<file path="src/rtl/core/gps_pkg.sv">
// ----------------------------------------------------------------------------
// gps_pkg
// Shared constants, types and the exponential table builder for the
// Gaussian particle splat core.
// ----------------------------------------------------------------------------
package gps_pkg;

    // image and table geometry
    localparam int IMG_W     = 256;
    localparam int IMG_H     = 256;
    localparam int IMG_DEPTH = IMG_W * IMG_H;
    localparam int EXP_DEPTH = 1024;

    localparam int COL_W  = $clog2(IMG_W);
    localparam int ROW_W  = $clog2(IMG_H);
    localparam int ADDR_W = $clog2(IMG_DEPTH);
    localparam int EXP_AW = $clog2(EXP_DEPTH);

    // field widths
    localparam int REQ_W   = 2;
    localparam int POS_W   = 20;
    localparam int INT_W   = 24;
    localparam int SIG_W   = 16;
    localparam int RC_W    = 8;
    localparam int RF_W    = 8;
    localparam int PW_W    = 16;
    localparam int PIX_W   = 32;
    localparam int CFG_IW  = 3;
    localparam int CFG_DW  = 24;

    // datapath widths
    localparam int R16_W   = RF_W + SIG_W;
    localparam int RSQ_W   = 2 * R16_W;
    localparam int SIG2_W  = 2 * SIG_W;
    localparam int WI_W    = INT_W;
    localparam int ENTRY_W = 17;
    localparam int ADD_W   = WI_W + ENTRY_W - 16;
    localparam int BND_W   = POS_W + 10;
    localparam int WIN_W   = BND_W - 16;
    localparam int DX_W    = POS_W + 2;
    localparam int SQ_W    = 2 * DX_W - 1;
    localparam int D2_W    = SQ_W + 1;
    localparam int TAB_SH  = 4;
    localparam int NUM_SH  = EXP_AW + TAB_SH;
    localparam int REM_W   = SIG2_W + EXP_AW + 1;
    localparam int DSR_W   = SIG2_W + EXP_AW;
    localparam int CNT_W   = $clog2(EXP_AW + 1);

    // request codes
    localparam logic [REQ_W-1:0] REQ_CLEAR = 2'd0;
    localparam logic [REQ_W-1:0] REQ_SPLAT = 2'd1;
    localparam logic [REQ_W-1:0] REQ_READ  = 2'd2;

    // configuration register indexes
    localparam logic [CFG_IW-1:0] CFG_RADIUS_FACTOR = 3'd0;
    localparam logic [CFG_IW-1:0] CFG_FIXED_SIGMA   = 3'd1;
    localparam logic [CFG_IW-1:0] CFG_SIGMA_MODE    = 3'd2;
    localparam logic [CFG_IW-1:0] CFG_PEAK_WEIGHT   = 3'd3;
    localparam logic [CFG_IW-1:0] CFG_MIN_INTENSITY = 3'd4;

    typedef struct packed {
        logic [RF_W-1:0]  radius_factor;
        logic [SIG_W-1:0] fixed_sigma;
        logic             sigma_mode;
        logic [PW_W-1:0]  peak_weight;
        logic [INT_W-1:0] min_intensity;
    } t_cfg;

    typedef enum logic [3:0] {
        ST_CLEAR,
        ST_IDLE,
        ST_SETUP1,
        ST_SETUP2,
        ST_SETUP3,
        ST_SQ,
        ST_CMP,
        ST_DIV,
        ST_ROM,
        ST_MUL,
        ST_ACC,
        ST_RD_ISSUE,
        ST_RD_DATA
    } t_state;

    typedef struct packed {
        logic load;
        logic setup1;
        logic setup2;
        logic win_load;
        logic sq;
        logic div_init;
        logic div_step;
        logic rom_rd;
        logic mul;
        logic acc_wr;
        logic next_px;
        logic clr_wr;
        logic rd_issue;
        logic out_load;
    } t_cmd;

    typedef struct packed {
        logic skip;
        logic win_empty;
        logic in_rad;
        logic in_tab;
        logic div_last;
        logic last_px;
        logic clr_last;
    } t_sts;

    typedef logic [ENTRY_W-1:0] t_exp_rom [EXP_DEPTH];

    // exp(-x) over x in [0,16), Q1.16, from a series for exp(-x/64) raised
    // to the 64th power by six squarings
    function automatic t_exp_rom build_exp_rom();
        t_exp_rom   rom;
        logic [63:0] u;
        logic [63:0] u2;
        logic [63:0] u3;
        logic [63:0] u4;
        logic [63:0] u5;
        logic [63:0] pos;
        logic [63:0] neg;
        logic [63:0] e;
        for (int i = 0; i < EXP_DEPTH; i++) begin
            u   = (64'(i) << 31) / 64'(4 * EXP_DEPTH);
            u2  = (u * u) >> 31;
            u3  = (u2 * u) >> 31;
            u4  = (u3 * u) >> 31;
            u5  = (u4 * u) >> 31;
            pos = (64'd1 << 31) + u2 / 64'd2 + u4 / 64'd24;
            neg = u + u3 / 64'd6 + u5 / 64'd120;
            e   = pos - neg;
            for (int k = 0; k < 6; k++) begin
                e = (e * e) >> 31;
            end
            rom[i] = ENTRY_W'((e + (64'd1 << 14)) >> 15);
        end
        return rom;
    endfunction

endpackage

</file>
<file path="src/rtl/core/gps_ctrl.sv">
// ----------------------------------------------------------------------------
// gps_ctrl
// Request sequencer: clear sweep, splat window walk and pixel read.
// ----------------------------------------------------------------------------
module gps_ctrl (
    input  logic                      i_clk,
    input  logic                      i_rst_n,
    input  logic                      i_in_valid,
    input  logic [gps_pkg::REQ_W-1:0] i_req_type,
    output logic                      o_in_stall,
    output logic                      o_out_valid,
    input  logic                      i_out_stall,
    output gps_pkg::t_cmd             o_cmd,
    input  gps_pkg::t_sts             i_sts
);
    import gps_pkg::*;

    t_state r_state;
    t_state n_state;
    logic   r_out_valid;
    logic   n_out_valid;

    always_ff @(posedge i_clk) begin
        if (!i_rst_n) begin
            r_state     <= ST_CLEAR;
            r_out_valid <= 1'b0;
        end else begin
            r_state     <= n_state;
            r_out_valid <= n_out_valid;
        end
    end

    always_comb begin
        n_state = r_state;
        o_cmd   = '0;
        unique case (r_state)
            ST_CLEAR: begin
                o_cmd.clr_wr = 1'b1;
                if (i_sts.clr_last) begin
                    n_state = ST_IDLE;
                end
            end
            ST_IDLE: begin
                if (i_in_valid) begin
                    o_cmd.load = 1'b1;
                    unique case (i_req_type)
                        REQ_CLEAR: n_state = ST_CLEAR;
                        REQ_SPLAT: n_state = ST_SETUP1;
                        REQ_READ:  n_state = ST_RD_ISSUE;
                        default:   n_state = ST_IDLE;
                    endcase
                end
            end
            ST_SETUP1: begin
                if (i_sts.skip) begin
                    n_state = ST_IDLE;
                end else begin
                    o_cmd.setup1 = 1'b1;
                    n_state      = ST_SETUP2;
                end
            end
            ST_SETUP2: begin
                o_cmd.setup2 = 1'b1;
                n_state      = ST_SETUP3;
            end
            ST_SETUP3: begin
                if (i_sts.win_empty) begin
                    n_state = ST_IDLE;
                end else begin
                    o_cmd.win_load = 1'b1;
                    n_state        = ST_SQ;
                end
            end
            ST_SQ: begin
                o_cmd.sq = 1'b1;
                n_state  = ST_CMP;
            end
            ST_CMP: begin
                if (i_sts.in_rad && i_sts.in_tab) begin
                    o_cmd.div_init = 1'b1;
                    n_state        = ST_DIV;
                end else begin
                    o_cmd.next_px = 1'b1;
                    n_state       = i_sts.last_px ? ST_IDLE : ST_SQ;
                end
            end
            ST_DIV: begin
                o_cmd.div_step = 1'b1;
                if (i_sts.div_last) begin
                    n_state = ST_ROM;
                end
            end
            ST_ROM: begin
                o_cmd.rom_rd = 1'b1;
                n_state      = ST_MUL;
            end
            ST_MUL: begin
                o_cmd.mul = 1'b1;
                n_state   = ST_ACC;
            end
            ST_ACC: begin
                o_cmd.acc_wr  = 1'b1;
                o_cmd.next_px = 1'b1;
                n_state       = i_sts.last_px ? ST_IDLE : ST_SQ;
            end
            ST_RD_ISSUE: begin
                o_cmd.rd_issue = 1'b1;
                n_state        = ST_RD_DATA;
            end
            ST_RD_DATA: begin
                // hold the read data until the output register is free
                if (!r_out_valid || !i_out_stall) begin
                    o_cmd.out_load = 1'b1;
                    n_state        = ST_IDLE;
                end
            end
            default: n_state = ST_IDLE;
        endcase
    end

    always_comb begin
        n_out_valid = r_out_valid;
        if (o_cmd.out_load) begin
            n_out_valid = 1'b1;
        end else if (!i_out_stall) begin
            n_out_valid = 1'b0;
        end
    end

    assign o_in_stall  = (r_state != ST_IDLE);
    assign o_out_valid = r_out_valid;

    a_clear_ends: assert property (@(posedge i_clk) disable iff (!i_rst_n)
        (r_state == ST_CLEAR && i_sts.clr_last) |=> (r_state == ST_IDLE))
        else $error("clear sweep did not return to idle");

    a_no_div_outside: assert property (@(posedge i_clk) disable iff (!i_rst_n)
        (r_state == ST_CMP && !(i_sts.in_rad && i_sts.in_tab)) |=> (r_state != ST_DIV))
        else $error("divider started for a pixel outside the blob");

    a_result_shown: assert property (@(posedge i_clk) disable iff (!i_rst_n)
        o_cmd.out_load |=> r_out_valid)
        else $error("loaded result not presented");

endmodule

</file>
<file path="config.mk">
export PLATFORM = sky130hd
export DESIGN_NAME = gps_ctrl
export DESIGN_NICKNAME = d
export VERILOG_FILES = /design/src/rtl/core/gps_pkg.sv /design/src/rtl/core/gps_ctrl.sv
export SDC_FILE = /design/constraint.sdc
export NUM_CORES = 1
export LEC_CHECK = 0
export BUFFER_PORTS_ARGS = -buffer_cell sky130_fd_sc_hd__buf_2
export CORE_AREA = 4 4 41 43
export CTS_BUF_LIST = sky130_fd_sc_hd__clkbuf_4 sky130_fd_sc_hd__clkbuf_8
export CTS_CLUSTER_DIAMETER = 50
export CTS_CLUSTER_SIZE = 20
export DETAILED_ROUTE_END_ITERATION = 8
export DIE_AREA = 0 0 45 47
export PLACE_DENSITY = 0.7
export SYNTH_ARGS = -nofsm -noshare
export SYNTH_HDL_FRONTEND = slang
export SYNTH_SLANG_ARGS = --single-unit
</file>
<file path="constraint.sdc">
create_clock -name i_clk -period 4.2 [get_ports i_clk]
set_clock_uncertainty 0.1 [all_clocks]
set_input_delay 0.84 -clock i_clk [delete_from_list [all_inputs] [get_ports i_clk]]
set_output_delay 0.84 -clock i_clk [all_outputs]
set_load 0.01 [all_outputs]
</file>
After elaboration in Yosys (flattened, before gate mapping)
Cells that the tools add are included.
{ "word_totals": {"regBits": 5, "latch_bits": 0, "ramBits": 0, "romBits": 0, "in_bits": 13, "output_inout_bits": 16, "mem_count": 0} }
{ "classes": {"n_addsub": 0, "mul": 0, "div": 0, "order_cmp": 0, "n_eq_ne": 20, "shifts": 0, "mux": 32, "bitwise": 0, "n_reduce_logical": 7} }
{ "op_table": {"columns": ["operator", "count"], "rows": [
  ["$pmux W4 S13", 1],
  ["$mux W1", 21],
  ["$eq A4 B4 Y1 const B", 5],
  ["$eq A4 B3 Y1 const B", 4],
  ["$mux W4", 4],
  ["$pmux W4 S3", 1],
  ["$mux W3", 3],
  ["$eq A4 B2 Y1 const B", 2],
  ["$ne A2 B2 Y1 const B", 4],
  ["$eq A4 B1 Y1 const B", 1],
  ["$logic_not A4 Y1", 1],
  ["$ne A4 B1 Y1 const B", 1],
  ["$reduce_and A4 Y1", 1],
  ["$eq A2 B1 Y1 const B", 1],
  ["$eq A2 B2 Y1 const B", 1],
  ["$logic_not A1 Y1", 2],
  ["$logic_not A2 Y1", 1],
  ["$mux W2", 1],
  ["$ne A2 B1 Y1 const B", 1],
  ["$pmux W1 S2", 1],
  ["$logic_and A1 B1 Y1", 1],
  ["$logic_or A1 B1 Y1", 1]
]} }

Depth between registers and ports, before layout
{ "depth": {"ltp_word": 5, "ltp_mapped": 6, "mapped_depth_nobuf": 6} }

Worst setup path before layout
No wires, ideal clock.
{ "synth_timing": {"kind": "in2out", "from": "input port i_sts[5] (netlist name)", "to": "output port o_cmd[10] (netlist name)", "arrival_time_ns": 1.246, "slack_ns": 2.014, "path_stages": 1, "n_path_buf": 0, "cell_sequence": "nor4_1"} }
{ "synth_between": {"elab_chain_len": 2} }
{ "synth_lines": {"columns": ["item", "line_no", "text"], "rows": [
  ["start: declaration", "gps_ctrl.sv:14", "input gps_pkg::t_sts i_sts"],
  ["$mux W1", "gps_ctrl.sv:67", "if (i_sts.win_empty) begin"],
  ["$mux W1", "gps_ctrl.sv:36", "unique case (r_state)"],
  ["end: declaration", "gps_ctrl.sv:13", "output gps_pkg::t_cmd o_cmd,"]
]} }
No other way between the ends.

==> metrics.cfg <==
[status]
status = complete, no violations

[critical_path]
crit_buf_inv = 1
rr_worst_depth = 4
reg2reg_slack_ps = 2420
endpoint = o_cmd[13]
required_ps = 3260
worstSetupPathType = register to output pin
setup.worst_path.end_class = output pin
cp-startpoint = r_state[0]
crit_chain = nand2b_1 > or3_1 > nor2_1 > buf_2
r2r-end = r_state[2]
crit_family = simple AND/OR/NAND/NOR gates
cp_max_fo = 17
cp_slowest_cell = dfxtp_1
startpoint_type = register
path_depth = 4
max_stage_delay_ps = 600
reg2reg_from = r_state[3]
cp.arrival_ps = 1620

[final_layout]
final_common_cell = buf_2
nets = 117
fillers = 141
fin_cells = 116
design_area_sq_um = 682
area_delta_synth_final_pct = 28.2
multi_input_area_sq_um = 378
antenna_cells = 0
drive_gt1_frac = 0.347
seq_area_sq_um = 100
most-common-layout-cells = 28 x buf_2, 6 x nand2_1, 6 x a21oi_1, 6 x nand2b_1

[synthesis]
synth.largest_area_cell = dfxtp_1
synth_fp_nets = 89
synthAdderAreaFrac = 0.0471
synth_ff_type = dfxtp_1
synth.distinct_cells = 33
synth_top_family_by_area = simple AND/OR/NAND/NOR gates
avgSynthCellArea_sq_um = 7.19
async_flop_share = 0
ys_seq_area_frac = 0.188
ys_warn_count = 0
netlist_area_sq_um = 532
ys_ff_latch = 5
synth-edff-count = 0
synth_area_leaders = dfxtp_1 19%, nand2b_1 7.1%, a21oi_1 5.6%, ha_1 4.7%, buf_4 4.2%
synth_cells = 74
synth_compound_area_frac = 0.259
synthSimpleGateAreaFrac = 0.405
synth_top_cell_area_share = 0.188
synth.area.mux_share = 0
synth_xor_area_frac = 0

[clock_tree]
postCtsHoldBufs = 0
h-tree-depth = 1
clock-root-buffer = clkbuf_4
cts_tree = yes
numCtsBuffers = 3
clock_latency_ps = 240
cts_resized = 0
clk_pin_slew_ps = 40
cts_buffer_depth = 2
cts.sinks = 5
postCtsSetupBuffers = 0

[job]
cap_viol_max_count = 0

[placed_design]
place_area_sq_um = 652
placed_cells_incl_taps = 112
gp_congestion = 0.769
port_buffers = 28
hpwl_microns = 1080

[global_routing]
grt_max_degree = 18
grtUsageMet3 = 0.0728
busiest_layer = met2
grtUsageMet1 = 0.200
gr-total-overflow = 0
grt_util_all_layers = 0.153
grt_use_met2 = 0.246
grt_pass1_vias = 567
grt_pass1_wl_microns = 2400
antenna_found_initial = 0

[route]
drc = 0
drt_iter0_markers = 9
drt-total-wl_microns = 1400
vias = 628
first_pass_iters = 4
via_per_inst = 5.41
postRouteAntennaNets = 0
wl_per_cell_microns = 12.1

[sta]
fin_crit_ps = 2560
hold_viol = 0
final-setup-viol-count = 0
rsz0062_at_grt = no
tns_ps = 0
tightest_slew_ps = 463
fin_crit_sh = 0.611
whs_ps = 434
fmax_mhz = 390
slew_headroom = 0.691
drv_slew = 0

[pwr]
p_leak_nw = 0.299
peakVddDrop_v = 0.000152
power_uw = 149
power.density_mw_per_mm2 = 218

[worst_hold_path]
hp-class = register to register

[floorplan]
die_y_microns = 47
io_pins = 29
fp.dieW_microns = 45
coreArea_sq_mm = 0.00130
dieArea_sq_mm = 0.00212
num_rows = 13
start_util = 0.409

## flip-flops by register name (all words and copies together), names as in the netlist
signal and flops:
r_state 4, o_out_valid 1
## report_power, final
| group | switching, mW | internal [mW] | total [mW] |
|---|---|---|---|
| Clock | 0.0201 | 0.0424 | 0.0625 |
| Combinational | 0.0149 | 0.0169 | 0.0318 |
| Sequential | 0.00524 | 0.0491 | 0.0543 |
## worst reg2reg max path: cells and delay by family (launching register included)
family	cells	cell delay [ps]
AOI/OAI and AO/OA	2	560
DFF	1	590
and+or+nand+nor	2	400
## layout make-up
type,instances,share of cell area
clock buffers,4,0.0440
inverters,4,0.0220
multi-input cells,60,0.554
flip-flops and latches,5,0.147
well taps,15,0.0275
repair buffers,28,0.206
## cell usage after synthesis (2+ instances only)
cell,instances
o21ai_0,4
a2111oi_0,2
or3_1,3
dfxtp_1,5
a21boi_0,2
nand2b_1,6
buf_4,3
nor4_1,3
inv_1,4
nor3_1,3
nand3b_1,2
a21oi_1,6
nand2_1,6
ha_1,2
nor2_1,5
## cell families (layout without fill, tap and decap cells)
kind of cell               after synthesis  in the layout
adders and majority gates                2              2
buffers and inverters                    9             36
AOI/OAI and AO/OA                       21             21
DFF                                      5              5
and+or+nand+nor                         37             37
## worst min-delay path by stage
stage | startpoint | end | cells after the start
finish | o_out_valid | o_out_valid | 2
global route | o_out_valid | o_out_valid | 2
CTS | o_out_valid | o_out_valid | 2
detailed placement | o_out_valid | o_out_valid | 2
global placement | o_out_valid | o_out_valid | 2
floorplan | o_out_valid | o_out_valid | 2
## metrics by stage
step | util | setup slack (ps)
floorplan | - | 2010
global placement | 0.501 | 1910
detailed placement | 0.501 | 1890
CTS | 0.524 | 1630
global route | 0.524 | 1450
finish | 0.524 | 1640
## layer usage
metal | up-vias | share of wire
met2 | 18 | 0.47
met5 | - | 0
met4 | 0 | 0
li1 | 324 | -
met1 | 286 | 0.46
met3 | 0 | 0.072
(Power assumes the default switching activity.)
